--- config.mk ---
export PLATFORM = sky130hd
export DESIGN_NAME = dpp_static
export DESIGN_NICKNAME = d
export VERILOG_FILES = /design/src/hdl/dpp_pkg.sv /design/src/hdl/dpp_static.sv
export SDC_FILE = /design/constraint.sdc
export NUM_CORES = 2
export LEC_CHECK = 0
export BUFFER_PORTS_ARGS = -buffer_cell sky130_fd_sc_hd__buf_2
export CAP_MARGIN = 0
export CORE_ASPECT_RATIO = 0.8
export CORE_MARGIN = 10
export CORE_UTILIZATION = 25
export CTS_BUF_LIST = sky130_fd_sc_hd__clkbuf_8
export DETAILED_ROUTE_END_ITERATION = 6
export SLEW_MARGIN = 40
export SYNTH_ARGS = -nofsm -noshare
export SYNTH_HDL_FRONTEND = slang
export SYNTH_SLANG_ARGS = --single-unit
--- constraint.sdc ---
create_clock -name clk -period 23.8 [get_ports clk]
set_input_delay 4.76 -clock clk [delete_from_list [all_inputs] [get_ports clk]]
set_output_delay 4.76 -clock clk [all_outputs]
set_load 0.005 [all_outputs]
--- src/hdl/dpp_pkg.sv ---
// ----------------------------------------------------------------------------
// dpp_pkg: shared types, constants and tables of the delay pacing policy
// Holds payload structs, opcode/action/register codes, the ln table and
// the score-to-level map.
// ----------------------------------------------------------------------------
package dpp_pkg;

  localparam int MaxBearersDef = 32;

  localparam logic [47:0] STALE_US = 48'd1000000;

  // integral clamp, +/-50.0 in Q16.16
  localparam logic signed [23:0] INTEG_LIMIT = 24'sd3276800;

  localparam logic [16:0] PACING_RESET = 17'd50000;

  // level thresholds, Q16.16
  localparam logic signed [37:0] LVL_TH0 = -38'sd393216;
  localparam logic signed [37:0] LVL_TH1 = -38'sd163840;
  localparam logic signed [37:0] LVL_TH2 = 38'sd65536;
  localparam logic signed [37:0] LVL_TH3 = 38'sd327680;
  localparam logic signed [37:0] LVL_TH4 = 38'sd589824;

  localparam logic [16:0] LVL_SIZE0 = 17'd80000;
  localparam logic [16:0] LVL_SIZE1 = 17'd65000;
  localparam logic [16:0] LVL_SIZE2 = 17'd50000;
  localparam logic [16:0] LVL_SIZE3 = 17'd35000;
  localparam logic [16:0] LVL_SIZE4 = 17'd25000;
  localparam logic [16:0] LVL_SIZE5 = 17'd18000;

  localparam logic signed [31:0] SCORE_MAX = 32'sh7fffffff;
  localparam logic signed [31:0] SCORE_MIN = 32'sh80000000;

  typedef enum logic [1:0] {
    OP_BEARER = 2'd0,
    OP_CLOSE  = 2'd1,
    OP_TICK   = 2'd2,
    OP_NONE   = 2'd3
  } op_t;

  typedef enum logic [1:0] {
    ACT_SKIP      = 2'd0,
    ACT_HOLD      = 2'd1,
    ACT_HOLD_RATE = 2'd2,
    ACT_CHANGE    = 2'd3
  } act_t;

  typedef enum logic [2:0] {
    REG_TARGET = 3'd0,
    REG_ALPHA  = 3'd1,
    REG_GP     = 3'd2,
    REG_GI     = 3'd3,
    REG_GT     = 3'd4,
    REG_GB     = 3'd5,
    REG_HYST   = 3'd6,
    REG_GAP    = 3'd7
  } cfg_idx_t;

  typedef struct packed {
    op_t         opcode;
    logic [15:0] wait_ms;
    logic [47:0] now_us;
  } in_item_t;

  typedef struct packed {
    act_t               action;
    logic [16:0]        pacing_size;
    logic signed [31:0] score;
  } out_item_t;

  // policy state touched by a control tick or a close
  typedef struct packed {
    logic               report_valid;
    logic [47:0]        report_time;
    logic [47:0]        change_time;
    logic signed [23:0] error_integral;
    logic signed [39:0] previous_score;
    logic [16:0]        current_pacing;
  } pol_state_t;

  // round(ln(n) * 65536), n = 1 .. 64
  function automatic logic [18:0] ln_q16(input logic [6:0] n);
    logic [18:0] v;
    case (n)
      7'd2:  v = 19'd45426;   7'd3:  v = 19'd71999;   7'd4:  v = 19'd90852;
      7'd5:  v = 19'd105476;  7'd6:  v = 19'd117425;  7'd7:  v = 19'd127527;
      7'd8:  v = 19'd136278;  7'd9:  v = 19'd143997;  7'd10: v = 19'd150902;
      7'd11: v = 19'd157148;  7'd12: v = 19'd162851;  7'd13: v = 19'd168097;
      7'd14: v = 19'd172953;  7'd15: v = 19'd177475;  7'd16: v = 19'd181704;
      7'd17: v = 19'd185677;  7'd18: v = 19'd189423;  7'd19: v = 19'd192967;
      7'd20: v = 19'd196328;  7'd21: v = 19'd199526;  7'd22: v = 19'd202575;
      7'd23: v = 19'd205488;  7'd24: v = 19'd208277;  7'd25: v = 19'd210952;
      7'd26: v = 19'd213523;  7'd27: v = 19'd215996;  7'd28: v = 19'd218379;
      7'd29: v = 19'd220679;  7'd30: v = 19'd222901;  7'd31: v = 19'd225050;
      7'd32: v = 19'd227130;  7'd33: v = 19'd229147;  7'd34: v = 19'd231104;
      7'd35: v = 19'd233003;  7'd36: v = 19'd234849;  7'd37: v = 19'd236645;
      7'd38: v = 19'd238393;  7'd39: v = 19'd240095;  7'd40: v = 19'd241754;
      7'd41: v = 19'd243373;  7'd42: v = 19'd244952;  7'd43: v = 19'd246494;
      7'd44: v = 19'd248001;  7'd45: v = 19'd249473;  7'd46: v = 19'd250914;
      7'd47: v = 19'd252323;  7'd48: v = 19'd253703;  7'd49: v = 19'd255054;
      7'd50: v = 19'd256378;  7'd51: v = 19'd257676;  7'd52: v = 19'd258949;
      7'd53: v = 19'd260197;  7'd54: v = 19'd261422;  7'd55: v = 19'd262625;
      7'd56: v = 19'd263805;  7'd57: v = 19'd264965;  7'd58: v = 19'd266105;
      7'd59: v = 19'd267225;  7'd60: v = 19'd268327;  7'd61: v = 19'd269410;
      7'd62: v = 19'd270476;  7'd63: v = 19'd271524;  7'd64: v = 19'd272557;
      default: v = 19'd0;
    endcase
    return v;
  endfunction

  function automatic logic [16:0] level_of(input logic signed [37:0] s);
    logic [16:0] v;
    if (s <= LVL_TH0) begin
      v = LVL_SIZE0;
    end else if (s <= LVL_TH1) begin
      v = LVL_SIZE1;
    end else if (s <= LVL_TH2) begin
      v = LVL_SIZE2;
    end else if (s <= LVL_TH3) begin
      v = LVL_SIZE3;
    end else if (s <= LVL_TH4) begin
      v = LVL_SIZE4;
    end else begin
      v = LVL_SIZE5;
    end
    return v;
  endfunction

endpackage

--- src/hdl/dpp_static.sv ---
// ----------------------------------------------------------------------------
// dpp_static: registered score terms that change on a close or a config write
// Delay error and the sum of proportional, trend and bearer-count products
// plus the rounding offset, held for the next control tick.
// ----------------------------------------------------------------------------
module dpp_static (
  input  logic                clk,
  input  logic [31:0]         smoothed_max,
  input  logic signed [33:0]  delay_trend,
  input  logic [5:0]          committed_count,
  input  logic [15:0]         target_delay_ms,
  input  logic [15:0]         gain_proportional,
  input  logic [15:0]         gain_trend,
  input  logic [15:0]         gain_bearer_count,
  output logic signed [32:0]  err_r,
  output logic signed [51:0]  stat_r
);
  import dpp_pkg::*;

  logic signed [32:0] err;
  logic signed [49:0] prod_err;
  logic signed [50:0] prod_trend;
  logic [34:0]        prod_ln;
  logic [18:0]        ln_val;
  logic signed [51:0] stat_nxt;

  assign err        = $signed({1'b0, smoothed_max}) - $signed({1'b0, target_delay_ms, 16'b0});
  assign ln_val     = ln_q16({1'b0, committed_count} + 7'd1);
  assign prod_err   = 50'(err) * 50'($signed({1'b0, gain_proportional}));
  assign prod_trend = 51'(delay_trend) * 51'($signed({1'b0, gain_trend}));
  assign prod_ln    = {16'b0, ln_val} * {19'b0, gain_bearer_count};
  assign stat_nxt   = 52'(prod_err) + 52'(prod_trend) + $signed({17'b0, prod_ln})
                    + 52'sd8192;

  always_ff @(posedge clk) begin
    err_r  <= err;
    stat_r <= stat_nxt;
  end

endmodule

[Word-level counts from Yosys, hierarchy flattened]
Memory sizes are Yosys's and may differ from the RTL's.
Cells that the tools add are included.
Widths: inputs -> output; s select.
Operators by class
  add/sub/neg operators: 5
  multipliers: 3
Operators with widths (number)
  $add 50x51->52: 1
  $add 52x15->52 const B: 1
  $add 52x36->52: 1
  $mul 34x17->51: 1
  $mul 33x17->50: 1
  $mul 19x16->35: 1
  $sub 32x32->33: 1
  $add 6x1->7 const B: 1
Storage, ports and cells
  bits in read-only memories: 2432
  memories: 1
  register bits after elaboration: 85
  output and inout port bits: 85
  logic and storage cells: 11
  bits of input ports: 137
Memory list
  (no name shown): words 128, bits a word 19, read ports 1, clocked after Yosys merged registers in 0, wr ports 0, RTL line dpp_pkg.sv:84  | case (n)

[Depth between registers and ports, before layout]
  word-level depth: 5
  gate-level depth with buffers: 58
  mapped depth without buffers: 55

[Worst setup path after synthesis]
No wires, ideal clock.
  path type: in2reg
  from: input committed_count[0]
  to: register stat_r[46]
  required time: 23728 ps
  setup time: 72 ps
  stages: 52
  buffers on the path: 4
  path slack: 6032 ps
  arrival time: 17695 ps
  path through: ha_1 > inv_1 > ha_1 > buf_2 > clkbuf_1 > clkbuf_1 > o21ai_0 > a31oi_1 > o21ai_0 > a21oi_2 > buf_2 > nand2_1 > fa_1 > fa_1 > fa_1 > inv_1 > fa_1 > fa_1 > [16 not listed] > fa_1 > inv_1 > fa_1 > fa_1 > inv_1 > fa_1 > inv_1 > fa_1 > inv_1 > ha_1 > a21oi_1 > o211ai_1 > a311o_1 > o31ai_4 > nand2b_1 > a31oi_2 > a311oi_2 > xnor2_1
On the way
  word-level cells in the longest chain between the ends: 5
RTL lines
  start, declared: RTL line dpp_static.sv:10  | input logic [5:0] committed_count,
  $add 6x1->7: RTL line dpp_static.sv:28  | assign ln_val = ln_q16({1'b0, committed_count} + 7'd1);
  $mem_v2 128x19
  $mul 19x16->35: RTL line dpp_static.sv:31  | assign prod_ln = {16'b0, ln_val} * {19'b0, gain_bearer_count};
  $add 52x36->52: RTL line dpp_static.sv:32  | assign stat_nxt = 52'(prod_err) + 52'(prod_trend) + $signed({17'b0, prod_ln})
  $add 52x15->52: RTL line dpp_static.sv:33  | + 52'sd8192;
  named net stat_nxt[46]: RTL line dpp_static.sv:25  | logic signed [51:0] stat_nxt;
  end signal, assigned: RTL line dpp_static.sv:37  | stat_r <= stat_nxt;
  end, declared: RTL line dpp_static.sv:16  | output logic signed [51:0] stat_r
The timed path passes the listed nets, and every way through them passes these cells.

[Worst setup path after layout]
  from: input committed_count[0]
  to: register stat_r[44]
Same word-level chain as after synthesis.

==> summary.txt <==
# DRC = 0
Avg Cell Area, Syn = 9.21 um^2
Num CTS Buffers = 9
Crit path largest cell delay = 700 ps
CTS tree = yes
Register area share after synthesis = 3.24%
Synth warn = 0
DR WL/cell = 18.1 um
Fill count = 22300
Hold Vio Cnt, Final = 0
Critical path class = primary input to register
Worst setup SP type = primary input
Root Buffer = clkbuf_8
Max cap viols = 0
Vias = 37800
Syn Nets = 7611
Worst Setup End Kind = register
IO Pins = 222
Largest net degree at the start of global routing = 69
Fin Setup TNS = 0 ps
Port Buf Inserts = 221
ANT nets after route = 0
Max-slew headroom = 40.7%
GPL Wtd Cong = 0.884
Initial Util = 25.1%
# rows = 150
Final #Nets = 7610
Post-Syn Area = 0.0525 mm^2
Worst-margin pin slew = 889 ps
Max-slew violations = 0
RSZ-0062 raised after global routing = false
Most common cell type on the critical path = fa_1
Vias in the first global route = 42400
Final Setup Violations = 0
HP Class = primary input to register
Min Tclk post-route = 20660 ps
CP max-delay cell = a31oi_1
Clock Sinks = 85
Initial antenna violation count = 48
CP Max Fanout = 28
Prevailing post-synth register cell = dfxtp_1
Synth area leader = fa_1
Status = completed
Clock-pin transition on the worst setup and hold timing paths = 130 ps
Die Ht = 430 um
Final Cycle Share = 86.8%
Arr. time, crit path = 21160 ps
Yosys reg bits = 85
Layout cells sized above 1 = 6.20%
Post-Route WL = 154000 um
Achievable frequency = 48.4 MHz
Post-Syn Instances = 5706
Gates resized, CTS repair = 0
Yosys top cell area share = 53.2%
Die Wd = 533 um
EDFF count, synth = 0
Die area = 0.229 mm^2
Async set-or-reset flop fraction in the synthesized netlist = 0%
Dpl hpwl = 132000 um
Critical Path RT = 24300 ps
Setup bufs post-CTS = 0
Grt ovf = 0
Total GRT Usage = 13.8%
Global-route wire length before repair = 249000 um
Yosys cell types = 90
1st-iter DRT viols = 2464
Total iterations of the first detailed-routing run = 5
Area Growth Syn to Fin = 8.15%
Largest cells by area after synthesis = fa_1, inv_1, ha_1
Vias/cell = 4.43
H-tree levels = 3
Post-CTS Hold Buffers = 0
Clk buf depth = 2
Core region area = 0.209 mm^2
-- worst max-delay path: cells and delay by family --
kind	cells	cell delay (ps)
compound gates	12	3500
xor+xnor	1	230
fa+ha+maj	18	8360
buf+inv	10	1520
simple gates	10	2740
-- state kept, by name, indices dropped and copies added (netlist names) --
register and cells:
err_r 33, stat_r 52
-- cell usage after synthesis, types with 18 or more instances --
cell,n
buf_2,35
o21ai_0,65
ha_1,371
xor2_1,27
nor3_1,25
nand2_1,903
inv_1,1387
a21oi_1,98
dfxtp_1,85
and2_1,567
nand3_1,31
nor2_1,87
fa_1,1397
xnor2_1,72
a21o_1,44
a31oi_1,20
clkbuf_1,207
a211oi_1,18
-- final timing paths --
check | start | end | slack (ps) | depth (start not counted)
setup / recovery | committed_count[0] | stat_r[44] | 3140 | 51
hold / removal | smoothed_max[1] | err_r[1] | 4500 | 1
-- per-stage QoR --
stage	hold WS, ps	setup WS (ps)	instance area (um^2)	utilization, %	std cells
6_report	4500	3140	56800	27.2	8538
5_1_grt	4460	2370	56800	27.2	8528
4_1_cts	4420	3370	56700	27.1	8521
3_5_place_dp	5090	2760	56500	27.0	8505
3_3_place_gp	5080	2740	56500	27.0	8504
2_1_floorplan	4790	6030	52500	-	5706
-- area by class of cell --
type	count	area, um^2	area share, %
sequential	85	1700	2.99
antenna	16	40.0	0.0705
clock inverter	7	62.6	0.110
timing repair buffer	254	1390	2.45
multi-input combinational	3967	44800	78.8
tap	2812	3520	6.19
inverter	1388	5210	9.17
clock buffer	9	124	0.218
-- cell usage in the layout (no fill, tap or decap), types with 10 or more instances in the layout --
| master | instances |
|---|---|
| buf_4 | 40 |
| inv_1 | 1387 |
| diode_2 | 16 |
| nand2_1 | 903 |
| nand3_1 | 31 |
| a21oi_1 | 96 |
| buf_2 | 213 |
| dfxtp_1 | 85 |
| a21oi_4 | 10 |
| nor2_1 | 85 |
| o21a_1 | 16 |
| o21ai_0 | 65 |
| o22ai_1 | 11 |
| a211oi_1 | 18 |
| ha_1 | 370 |
| fa_1 | 1396 |
| xor2_1 | 24 |
| nor3_1 | 24 |
| a31oi_1 | 20 |
| o211ai_1 | 14 |
| nor2b_1 | 16 |
| xnor2_1 | 63 |
| nand2b_1 | 15 |
| and2_1 | 567 |
| a21o_1 | 44 |
-- logic make-up after synthesis --
logic type                 Yosys count  share of synthesized area [%]
xor gates and xnor gates           104                           1.83
DFF                                 85                           3.24
adders and majority gates         1768                           62.1
muxes                                2                         0.0857
buffers and inverters             1654                           12.0
AOI/OAI and AO/OA                  402                           5.36
and+or+nand+nor                   1691                           15.4
-- metal layers --
metal	GRT usage [%]	vias to the layer above	share of wire [%]
met1	18.0	19800	42
met5	0	-	0.050
li1	-	16600	-
met4	3.19	14	2.3
met3	2.47	226	6.3
met2	23.7	1222	49
Power is not shown: default switching activity piles up to over one toggle a cycle in this logic, so the estimate is an artifact.
