===== src/hdl/dpp_pkg.sv =====
// ----------------------------------------------------------------------------
// dpp_pkg: shared types, constants and tables of the delay pacing policy
// Holds payload structs, opcode/action/register codes, the ln table and
// the score-to-level map.
// ----------------------------------------------------------------------------
package dpp_pkg;

  localparam int MaxBearersDef = 32;

  localparam logic [47:0] STALE_US = 48'd1000000;

  // integral clamp, +/-50.0 in Q16.16
  localparam logic signed [23:0] INTEG_LIMIT = 24'sd3276800;

  localparam logic [16:0] PACING_RESET = 17'd50000;

  // level thresholds, Q16.16
  localparam logic signed [37:0] LVL_TH0 = -38'sd393216;
  localparam logic signed [37:0] LVL_TH1 = -38'sd163840;
  localparam logic signed [37:0] LVL_TH2 = 38'sd65536;
  localparam logic signed [37:0] LVL_TH3 = 38'sd327680;
  localparam logic signed [37:0] LVL_TH4 = 38'sd589824;

  localparam logic [16:0] LVL_SIZE0 = 17'd80000;
  localparam logic [16:0] LVL_SIZE1 = 17'd65000;
  localparam logic [16:0] LVL_SIZE2 = 17'd50000;
  localparam logic [16:0] LVL_SIZE3 = 17'd35000;
  localparam logic [16:0] LVL_SIZE4 = 17'd25000;
  localparam logic [16:0] LVL_SIZE5 = 17'd18000;

  localparam logic signed [31:0] SCORE_MAX = 32'sh7fffffff;
  localparam logic signed [31:0] SCORE_MIN = 32'sh80000000;

  typedef enum logic [1:0] {
    OP_BEARER = 2'd0,
    OP_CLOSE  = 2'd1,
    OP_TICK   = 2'd2,
    OP_NONE   = 2'd3
  } op_t;

  typedef enum logic [1:0] {
    ACT_SKIP      = 2'd0,
    ACT_HOLD      = 2'd1,
    ACT_HOLD_RATE = 2'd2,
    ACT_CHANGE    = 2'd3
  } act_t;

  typedef enum logic [2:0] {
    REG_TARGET = 3'd0,
    REG_ALPHA  = 3'd1,
    REG_GP     = 3'd2,
    REG_GI     = 3'd3,
    REG_GT     = 3'd4,
    REG_GB     = 3'd5,
    REG_HYST   = 3'd6,
    REG_GAP    = 3'd7
  } cfg_idx_t;

  typedef struct packed {
    op_t         opcode;
    logic [15:0] wait_ms;
    logic [47:0] now_us;
  } in_item_t;

  typedef struct packed {
    act_t               action;
    logic [16:0]        pacing_size;
    logic signed [31:0] score;
  } out_item_t;

  // policy state touched by a control tick or a close
  typedef struct packed {
    logic               report_valid;
    logic [47:0]        report_time;
    logic [47:0]        change_time;
    logic signed [23:0] error_integral;
    logic signed [39:0] previous_score;
    logic [16:0]        current_pacing;
  } pol_state_t;

  // round(ln(n) * 65536), n = 1 .. 64
  function automatic logic [18:0] ln_q16(input logic [6:0] n);
    logic [18:0] v;
    case (n)
      7'd2:  v = 19'd45426;   7'd3:  v = 19'd71999;   7'd4:  v = 19'd90852;
      7'd5:  v = 19'd105476;  7'd6:  v = 19'd117425;  7'd7:  v = 19'd127527;
      7'd8:  v = 19'd136278;  7'd9:  v = 19'd143997;  7'd10: v = 19'd150902;
      7'd11: v = 19'd157148;  7'd12: v = 19'd162851;  7'd13: v = 19'd168097;
      7'd14: v = 19'd172953;  7'd15: v = 19'd177475;  7'd16: v = 19'd181704;
      7'd17: v = 19'd185677;  7'd18: v = 19'd189423;  7'd19: v = 19'd192967;
      7'd20: v = 19'd196328;  7'd21: v = 19'd199526;  7'd22: v = 19'd202575;
      7'd23: v = 19'd205488;  7'd24: v = 19'd208277;  7'd25: v = 19'd210952;
      7'd26: v = 19'd213523;  7'd27: v = 19'd215996;  7'd28: v = 19'd218379;
      7'd29: v = 19'd220679;  7'd30: v = 19'd222901;  7'd31: v = 19'd225050;
      7'd32: v = 19'd227130;  7'd33: v = 19'd229147;  7'd34: v = 19'd231104;
      7'd35: v = 19'd233003;  7'd36: v = 19'd234849;  7'd37: v = 19'd236645;
      7'd38: v = 19'd238393;  7'd39: v = 19'd240095;  7'd40: v = 19'd241754;
      7'd41: v = 19'd243373;  7'd42: v = 19'd244952;  7'd43: v = 19'd246494;
      7'd44: v = 19'd248001;  7'd45: v = 19'd249473;  7'd46: v = 19'd250914;
      7'd47: v = 19'd252323;  7'd48: v = 19'd253703;  7'd49: v = 19'd255054;
      7'd50: v = 19'd256378;  7'd51: v = 19'd257676;  7'd52: v = 19'd258949;
      7'd53: v = 19'd260197;  7'd54: v = 19'd261422;  7'd55: v = 19'd262625;
      7'd56: v = 19'd263805;  7'd57: v = 19'd264965;  7'd58: v = 19'd266105;
      7'd59: v = 19'd267225;  7'd60: v = 19'd268327;  7'd61: v = 19'd269410;
      7'd62: v = 19'd270476;  7'd63: v = 19'd271524;  7'd64: v = 19'd272557;
      default: v = 19'd0;
    endcase
    return v;
  endfunction

  function automatic logic [16:0] level_of(input logic signed [37:0] s);
    logic [16:0] v;
    if (s <= LVL_TH0) begin
      v = LVL_SIZE0;
    end else if (s <= LVL_TH1) begin
      v = LVL_SIZE1;
    end else if (s <= LVL_TH2) begin
      v = LVL_SIZE2;
    end else if (s <= LVL_TH3) begin
      v = LVL_SIZE3;
    end else if (s <= LVL_TH4) begin
      v = LVL_SIZE4;
    end else begin
      v = LVL_SIZE5;
    end
    return v;
  endfunction

endpackage


===== src/hdl/dpp_tick.sv =====
// ----------------------------------------------------------------------------
// dpp_tick: control tick policy
// Staleness check, integral update, score, hysteresis, level map and
// rate limit; gives the next policy state and the result transaction.
// ----------------------------------------------------------------------------
module dpp_tick (
  input  logic [47:0]               now_us,
  input  dpp_pkg::pol_state_t       pol,
  input  logic signed [32:0]        err,
  input  logic signed [51:0]        stat,
  input  logic [15:0]               gain_integral,
  input  logic [19:0]               score_hysteresis,
  input  logic [31:0]               min_change_gap_us,
  output dpp_pkg::pol_state_t       pol_nxt,
  output dpp_pkg::out_item_t        result
);
  import dpp_pkg::*;

  logic               stale;
  logic [47:0]        since_report;
  logic [47:0]        since_change;
  logic signed [33:0] integ_sum;
  logic signed [23:0] integ;
  logic signed [40:0] prod_int;
  logic signed [51:0] acc;
  logic signed [37:0] score;
  logic signed [40:0] diff;
  logic [40:0]        adiff;
  logic               hold;
  logic [16:0]        next_size;
  logic               gap_ok;
  logic signed [31:0] score_sat;

  assign since_report = now_us - pol.report_time;
  assign since_change = now_us - pol.change_time;
  assign stale        = !pol.report_valid || (since_report >= STALE_US);

  assign integ_sum = 34'(pol.error_integral) + 34'(err);

  always_comb begin
    if (integ_sum < 34'(-INTEG_LIMIT)) begin
      integ = -INTEG_LIMIT;
    end else if (integ_sum > 34'(INTEG_LIMIT)) begin
      integ = INTEG_LIMIT;
    end else begin
      integ = integ_sum[23:0];
    end
  end

  assign prod_int = 41'(integ) * 41'($signed({1'b0, gain_integral}));
  assign acc      = stat + 52'(prod_int);
  // floor division by 2^14
  assign score    = acc[51:14];

  assign diff      = 41'(score) - 41'(pol.previous_score);
  assign adiff     = diff[40] ? 41'(-diff) : 41'(diff);
  assign hold      = adiff < {21'b0, score_hysteresis};
  assign next_size = hold ? pol.current_pacing : level_of(score);
  assign gap_ok    = since_change >= {16'b0, min_change_gap_us};

  always_comb begin
    if (score > 38'(SCORE_MAX)) begin
      score_sat = SCORE_MAX;
    end else if (score < 38'(SCORE_MIN)) begin
      score_sat = SCORE_MIN;
    end else begin
      score_sat = score[31:0];
    end
  end

  always_comb begin
    pol_nxt            = pol;
    result.action      = ACT_SKIP;
    result.pacing_size = pol.current_pacing;
    result.score       = '0;
    if (!stale) begin
      pol_nxt.error_integral = integ;
      pol_nxt.previous_score = 40'(score);
      result.score           = score_sat;
      if (next_size == pol.current_pacing) begin
        result.action = ACT_HOLD;
      end else if (gap_ok) begin
        result.action          = ACT_CHANGE;
        result.pacing_size     = next_size;
        pol_nxt.current_pacing = next_size;
        pol_nxt.change_time    = now_us;
      end else begin
        result.action = ACT_HOLD_RATE;
      end
    end
  end

endmodule


===== config.mk =====
export PLATFORM = sky130hd
export DESIGN_NAME = dpp_tick
export DESIGN_NICKNAME = d
export VERILOG_FILES = /design/src/hdl/dpp_pkg.sv /design/src/hdl/dpp_tick.sv
export SDC_FILE = /design/constraint.sdc
export NUM_CORES = 2
export LEC_CHECK = 0
export ABC_CLOCK_PERIOD_IN_PS = 39700
export BUFFER_PORTS_ARGS = -buffer_cell sky130_fd_sc_hd__buf_2
export CORE_MARGIN = 8
export CORE_UTILIZATION = 45
export DETAILED_ROUTE_END_ITERATION = 7
export GPL_ROUTABILITY_DRIVEN = 0
export GPL_TIMING_DRIVEN = 0
export PLACE_DENSITY = 0.67
export SLEW_MARGIN = 15
export SYNTH_ARGS = -nofsm -noshare
export SYNTH_HDL_FRONTEND = slang
export SYNTH_SLANG_ARGS = --single-unit

===== constraint.sdc =====
create_clock -name vclk -period 39.7
set_input_delay 5.955 -clock vclk [all_inputs]
set_output_delay 5.955 -clock vclk [all_outputs]
set_load 0.05 [all_outputs]

* Word level (Yosys, flattened, before mapping) *
Index checks and enable logic that the tools add are counted.

operators by class
  add/subtract/negate cells = 6
  multiply operators = 1
  $lt $le $gt $ge = 12
  eq/ne operators = 1
  multiplexer cells = 19
  reductions and logical operators = 2

operator list
  kind                    number
  $mux W129               1
  $mux W48                2
  $sub A48 B48 Y48        2
  $le A38 B20 Y1 const B  2
  $mux W17                4
  $mux W32                2
  $add A52 B41 Y52        1
  $mux W51                1
  $ge A48 B20 Y1 const B  1
  $ge A48 B32 Y1          1
  $mux W16                3
  $mux W24                2
  $lt A41 B20 Y1          1
  $mul A24 B17 Y41        1
  $mux W41                1
  $neg A41 Y41            1
  $sub A38 B40 Y41        1
  $gt A38 B32 Y1 const B  1
  $le A38 B18 Y1 const B  1
  $le A38 B19 Y1 const B  1
  $le A38 B21 Y1 const B  1
  $lt A38 B32 Y1 const B  1
  $add A24 B33 Y34        1
  $gt A34 B23 Y1 const B  1
  other kinds (7)         7

word-level totals
  flip-flop bits (word level) = 0
  input bits = 379
  output and inout port bits = 229
  logic and storage cells = 41

* Depth between registers and ports, before layout *
  depth after elaboration = 16
  gate-level depth with buffers = 73
  mapped depth without buffers = 64

* Least setup slack after synthesis *
OpenSTA, ideal clock, no wires.

  kind = input to output
  start = in pol[57] (netlist bit)
  end = out result[43] (netlist bit)
  arrival = 22.172 ns
  required time = 33.745 ns
  slack = 11.573 ns
  cell stages on the path = 71
  buffers on the path = 10
  cells stage by stage = ha_1 > inv_1 > fa_1 > nor2b_1 > o21a_1 > o21ai_0 > a21oi_1 > nor3_1 > or4_1 > a21o_1 > nand3b_1 > xor2_1 > or4_1 > or4_1 > a2111oi_0 > or2_2 > clkbuf_1 > clkbuf_1 > [... 35 more ...] > ha_1 > a21o_1 > a21o_1 > a21oi_1 > nor2b_1 > o21ai_0 > nand2b_1 > o2111ai_1 > a21oi_1 > nor2_1 > o311a_1 > o2111ai_1 > nor4_1 > a311oi_2 > o41ai_4 > buf_4 > mux2i_1 > buf_4

RTL lines
  what                RTL line        source
  start: declaration  dpp_tick.sv:8   input dpp_pkg::pol_state_t pol,
  end: declaration    dpp_tick.sv:15  output dpp_pkg::out_item_t result

==> run_summary.xml <==
<?xml version="1.0" encoding="UTF-8"?>
<metrics>
  <group name="timing">
    <metric name="final_min_period_over_clock_period" unit="">0.8102</metric>
    <metric name="post-route-min-period" unit="ns">32.16</metric>
    <metric name="setup_repair_after_global_routing_missed_its_margin" unit="">no</metric>
    <metric name="max-slew-margin-rel" unit="">0.1427</metric>
    <metric name="slew_violations" unit="">0</metric>
    <metric name="fmax" unit="GHz">0.03109</metric>
    <metric name="hold_violations" unit="">0</metric>
    <metric name="final_setup_violation_count" unit="">0</metric>
    <metric name="totalNegativeSetupSlack" unit="ns">0</metric>
    <metric name="worst_slack" unit="ns">7.536</metric>
    <metric name="worst-slew-pin-transition" unit="ns">1.286</metric>
  </group>
  <group name="floorplan">
    <metric name="num_io_pins" unit="">608</metric>
    <metric name="fp.coreArea" unit="um2">74200</metric>
    <metric name="std_cell_rows" unit="">100</metric>
    <metric name="floorplan.die_area" unit="um2">83810</metric>
    <metric name="die_x" unit="um">289.5</metric>
    <metric name="initial_utilization" unit="">0.4537</metric>
    <metric name="floorplan.die.height" unit="um">289.5</metric>
  </group>
  <group name="setup_path">
    <metric name="arrival" unit="ns">26.21</metric>
    <metric name="critical-path-top-cell-by-count" unit="">sky130_fd_sc_hd__clkbuf_1</metric>
    <metric name="cpMaxStageDelayCell" unit="">sky130_fd_sc_hd__xnor2_1</metric>
    <metric name="crit_fanout" unit="">10</metric>
    <metric name="criticalPathCategory" unit="">input port to output pin</metric>
    <metric name="worst_setup_path_start_kind" unit="">input port</metric>
    <metric name="worstSetupEndpointType" unit="">output pin</metric>
    <metric name="critical_path_required" unit="ns">33.74</metric>
    <metric name="critical-path-max-stage-delay" unit="ns">0.68</metric>
    <metric name="worst_setup_path_startpoint" unit="">pol[58]</metric>
    <metric name="worstSetupEndpoint" unit="">result[39]</metric>
  </group>
  <group name="grt">
    <metric name="grt_first_pass_wirelength" unit="mm">192.6</metric>
    <metric name="vias_in_the_first_global_route" unit="">34160</metric>
    <metric name="global_route.overflow_total" unit="">0</metric>
    <metric name="pin_count_of_the_biggest_net_entering_global_routing" unit="">28</metric>
    <metric name="grtUsageTotal" unit="">0.2887</metric>
    <metric name="antenna_found_initial" unit="">11</metric>
  </group>
  <group name="placement">
    <metric name="worst_setup_slack_before_clock_tree_synthesis" unit="ns">7.478</metric>
    <metric name="post-place-cells" unit="">6034</metric>
    <metric name="port_buffers" unit="">606</metric>
    <metric name="placedInstanceArea" unit="um2">37980</metric>
    <metric name="hpwl" unit="mm">110.5</metric>
  </group>
  <group name="detailed_routing">
    <metric name="route.detailed.wl_per_inst" unit="um">20.67</metric>
    <metric name="drt.antenna.violating_nets" unit="">0</metric>
    <metric name="route.final.wire_length" unit="mm">124.9</metric>
    <metric name="detailroute.via_count" unit="">34240</metric>
    <metric name="drt_pre_antenna_iters" unit="">6</metric>
    <metric name="drtIter0Drc" unit="">2975</metric>
    <metric name="remaining_drc_errors" unit="">0</metric>
    <metric name="post_drt_via_cell_ratio" unit="">5.668</metric>
  </group>
  <group name="yosys">
    <metric name="synth_top_cell_by_area" unit="">sky130_fd_sc_hd__fa_1</metric>
    <metric name="synth_nets" unit="">5652</metric>
    <metric name="avgSynthCellArea" unit="um2">7.556</metric>
    <metric name="ys_seq_area_frac" unit="">0</metric>
    <metric name="area_share_of_the_largest_cell_type_after_synthesis" unit="">0.2896</metric>
    <metric name="yosys_warnings" unit="">0</metric>
    <metric name="synth_area" unit="um2">33660</metric>
    <metric name="count_of_cell_types_in_the_netlist" unit="">91</metric>
    <metric name="synthesized_instance_count" unit="">4455</metric>
    <metric name="synth_top_cells_by_area" unit="">sky130_fd_sc_hd__fa_1 (29%), sky130_fd_sc_hd__ha_1 (12%), sky130_fd_sc_hd__inv_1 (9.4%), sky130_fd_sc_hd__nand2_1 (4.7%), sky130_fd_sc_hd__a21oi_1 (3.6%)</metric>
  </group>
  <group name="clock_tree">
    <metric name="post_cts_resize_count" unit="">0</metric>
    <metric name="postCtsSetupRepairBufs" unit="">0</metric>
    <metric name="ctsHoldBuffers" unit="">0</metric>
  </group>
  <group name="final_layout">
    <metric name="numSequentialCells" unit="">0</metric>
    <metric name="final_cells" unit="">6041</metric>
    <metric name="total_area_of_sequential_cells" unit="um2">0</metric>
    <metric name="post_route_cells_drive_above_1_share" unit="">0.1489</metric>
    <metric name="flow.area_growth_from_synthesis" unit="%">12.90</metric>
    <metric name="design.final.nets" unit="">6264</metric>
    <metric name="layout.cell_area.non_filler" unit="um2">38000</metric>
    <metric name="clock_buffer_count" unit="">0</metric>
  </group>
  <group name="worst_hold_path">
    <metric name="hold-path-cell-count" unit="">4</metric>
    <metric name="min-delay-path-class" unit="">input port to output pin</metric>
  </group>
  <group name="job">
    <metric name="drv_cap" unit="">0</metric>
  </group>
  <group name="run_status">
    <metric name="run_status" unit="">finished, final reports clean</metric>
  </group>
</metrics>
==> final cells by class <==
class	instances	area [um2]
buffer	248	1240
timing repair buffer	610	3085
multi-input combinational	3363	29280
antenna	7	17.52
inverter	844	3168
tap	969	1212
fill	7357	36190
==> worst max-delay path: cells and delay by family <==
family | cells | cell delay (ns)
AOI/OAI and AO/OA | 26 | 5.79
adders and majority gates | 10 | 4.37
buffers and inverters | 16 | 4.25
and+or+nand+nor | 13 | 3.92
muxes | 2 | 0.93
xor gates and xnor gates | 2 | 0.93
==> worst min-delay path by stage <==
stage | startpoint | endpoint
floorplan | pol[129] | pol_nxt[129]
global placement | pol[57] | pol_nxt[57]
detailed placement | pol[61] | pol_nxt[61]
CTS | pol[61] | pol_nxt[61]
global route | pol[162] | pol_nxt[162]
finish | pol[59] | pol_nxt[59]
==> cell usage in the layout (no fill, tap or decap), types with 41 or more instances in the layout <==
cell type,n
sky130_fd_sc_hd__nor2b_1,41
sky130_fd_sc_hd__and2_1,77
sky130_fd_sc_hd__ha_1,331
sky130_fd_sc_hd__clkbuf_1,162
sky130_fd_sc_hd__buf_2,617
sky130_fd_sc_hd__nand2_1,421
sky130_fd_sc_hd__mux2_1,53
sky130_fd_sc_hd__nor3_1,91
sky130_fd_sc_hd__fa_1,486
sky130_fd_sc_hd__nand3_1,86
sky130_fd_sc_hd__buf_4,70
sky130_fd_sc_hd__nor2_1,207
sky130_fd_sc_hd__xnor2_1,117
sky130_fd_sc_hd__and3_1,173
sky130_fd_sc_hd__a21oi_1,242
sky130_fd_sc_hd__o21ai_0,228
sky130_fd_sc_hd__nand4_1,52
sky130_fd_sc_hd__inv_1,840
sky130_fd_sc_hd__a21o_1,101
==> logic make-up after synthesis <==
kind of cell / after synthesis / synth area share
adders and majority gates: 818 / 0.4127
AOI/OAI and AO/OA: 981 / 0.1907
xor gates and xnor gates: 151 / 0.03929
muxes: 85 / 0.02777
buffers and inverters: 1092 / 0.1309
and+or+nand+nor: 1328 / 0.1987
==> per-layer routing <==
metal  share of wire  GRT usage
met5        0.000088          0
met4           0.038    0.09208
met3           0.080    0.04322
met1            0.41     0.3830
met2            0.47     0.4819
==> through the flow <==
step | hold WS, ns | utilization
CTS | 12.33 | 0.5118
global placement | 12.33 | 0.5109
global route | 12.34 | 0.5121
floorplan | 12.08 | -
detailed placement | 12.33 | 0.5118
finish | 12.33 | 0.5122
==> cell usage after synthesis, types with 86 or more instances <==
| master | count |
|---|---|
| sky130_fd_sc_hd__nand3_1 | 86 |
| sky130_fd_sc_hd__clkbuf_1 | 162 |
| sky130_fd_sc_hd__ha_1 | 331 |
| sky130_fd_sc_hd__a21o_1 | 101 |
| sky130_fd_sc_hd__o21ai_0 | 229 |
| sky130_fd_sc_hd__a21oi_1 | 242 |
| sky130_fd_sc_hd__nand2_1 | 421 |
| sky130_fd_sc_hd__inv_1 | 842 |
| sky130_fd_sc_hd__nor3_1 | 91 |
| sky130_fd_sc_hd__and3_1 | 173 |
| sky130_fd_sc_hd__fa_1 | 487 |
| sky130_fd_sc_hd__xnor2_1 | 119 |
| sky130_fd_sc_hd__nor2_1 | 207 |
Power is not shown: default switching activity piles up to over one toggle a cycle in this logic, so the estimate is an artifact.
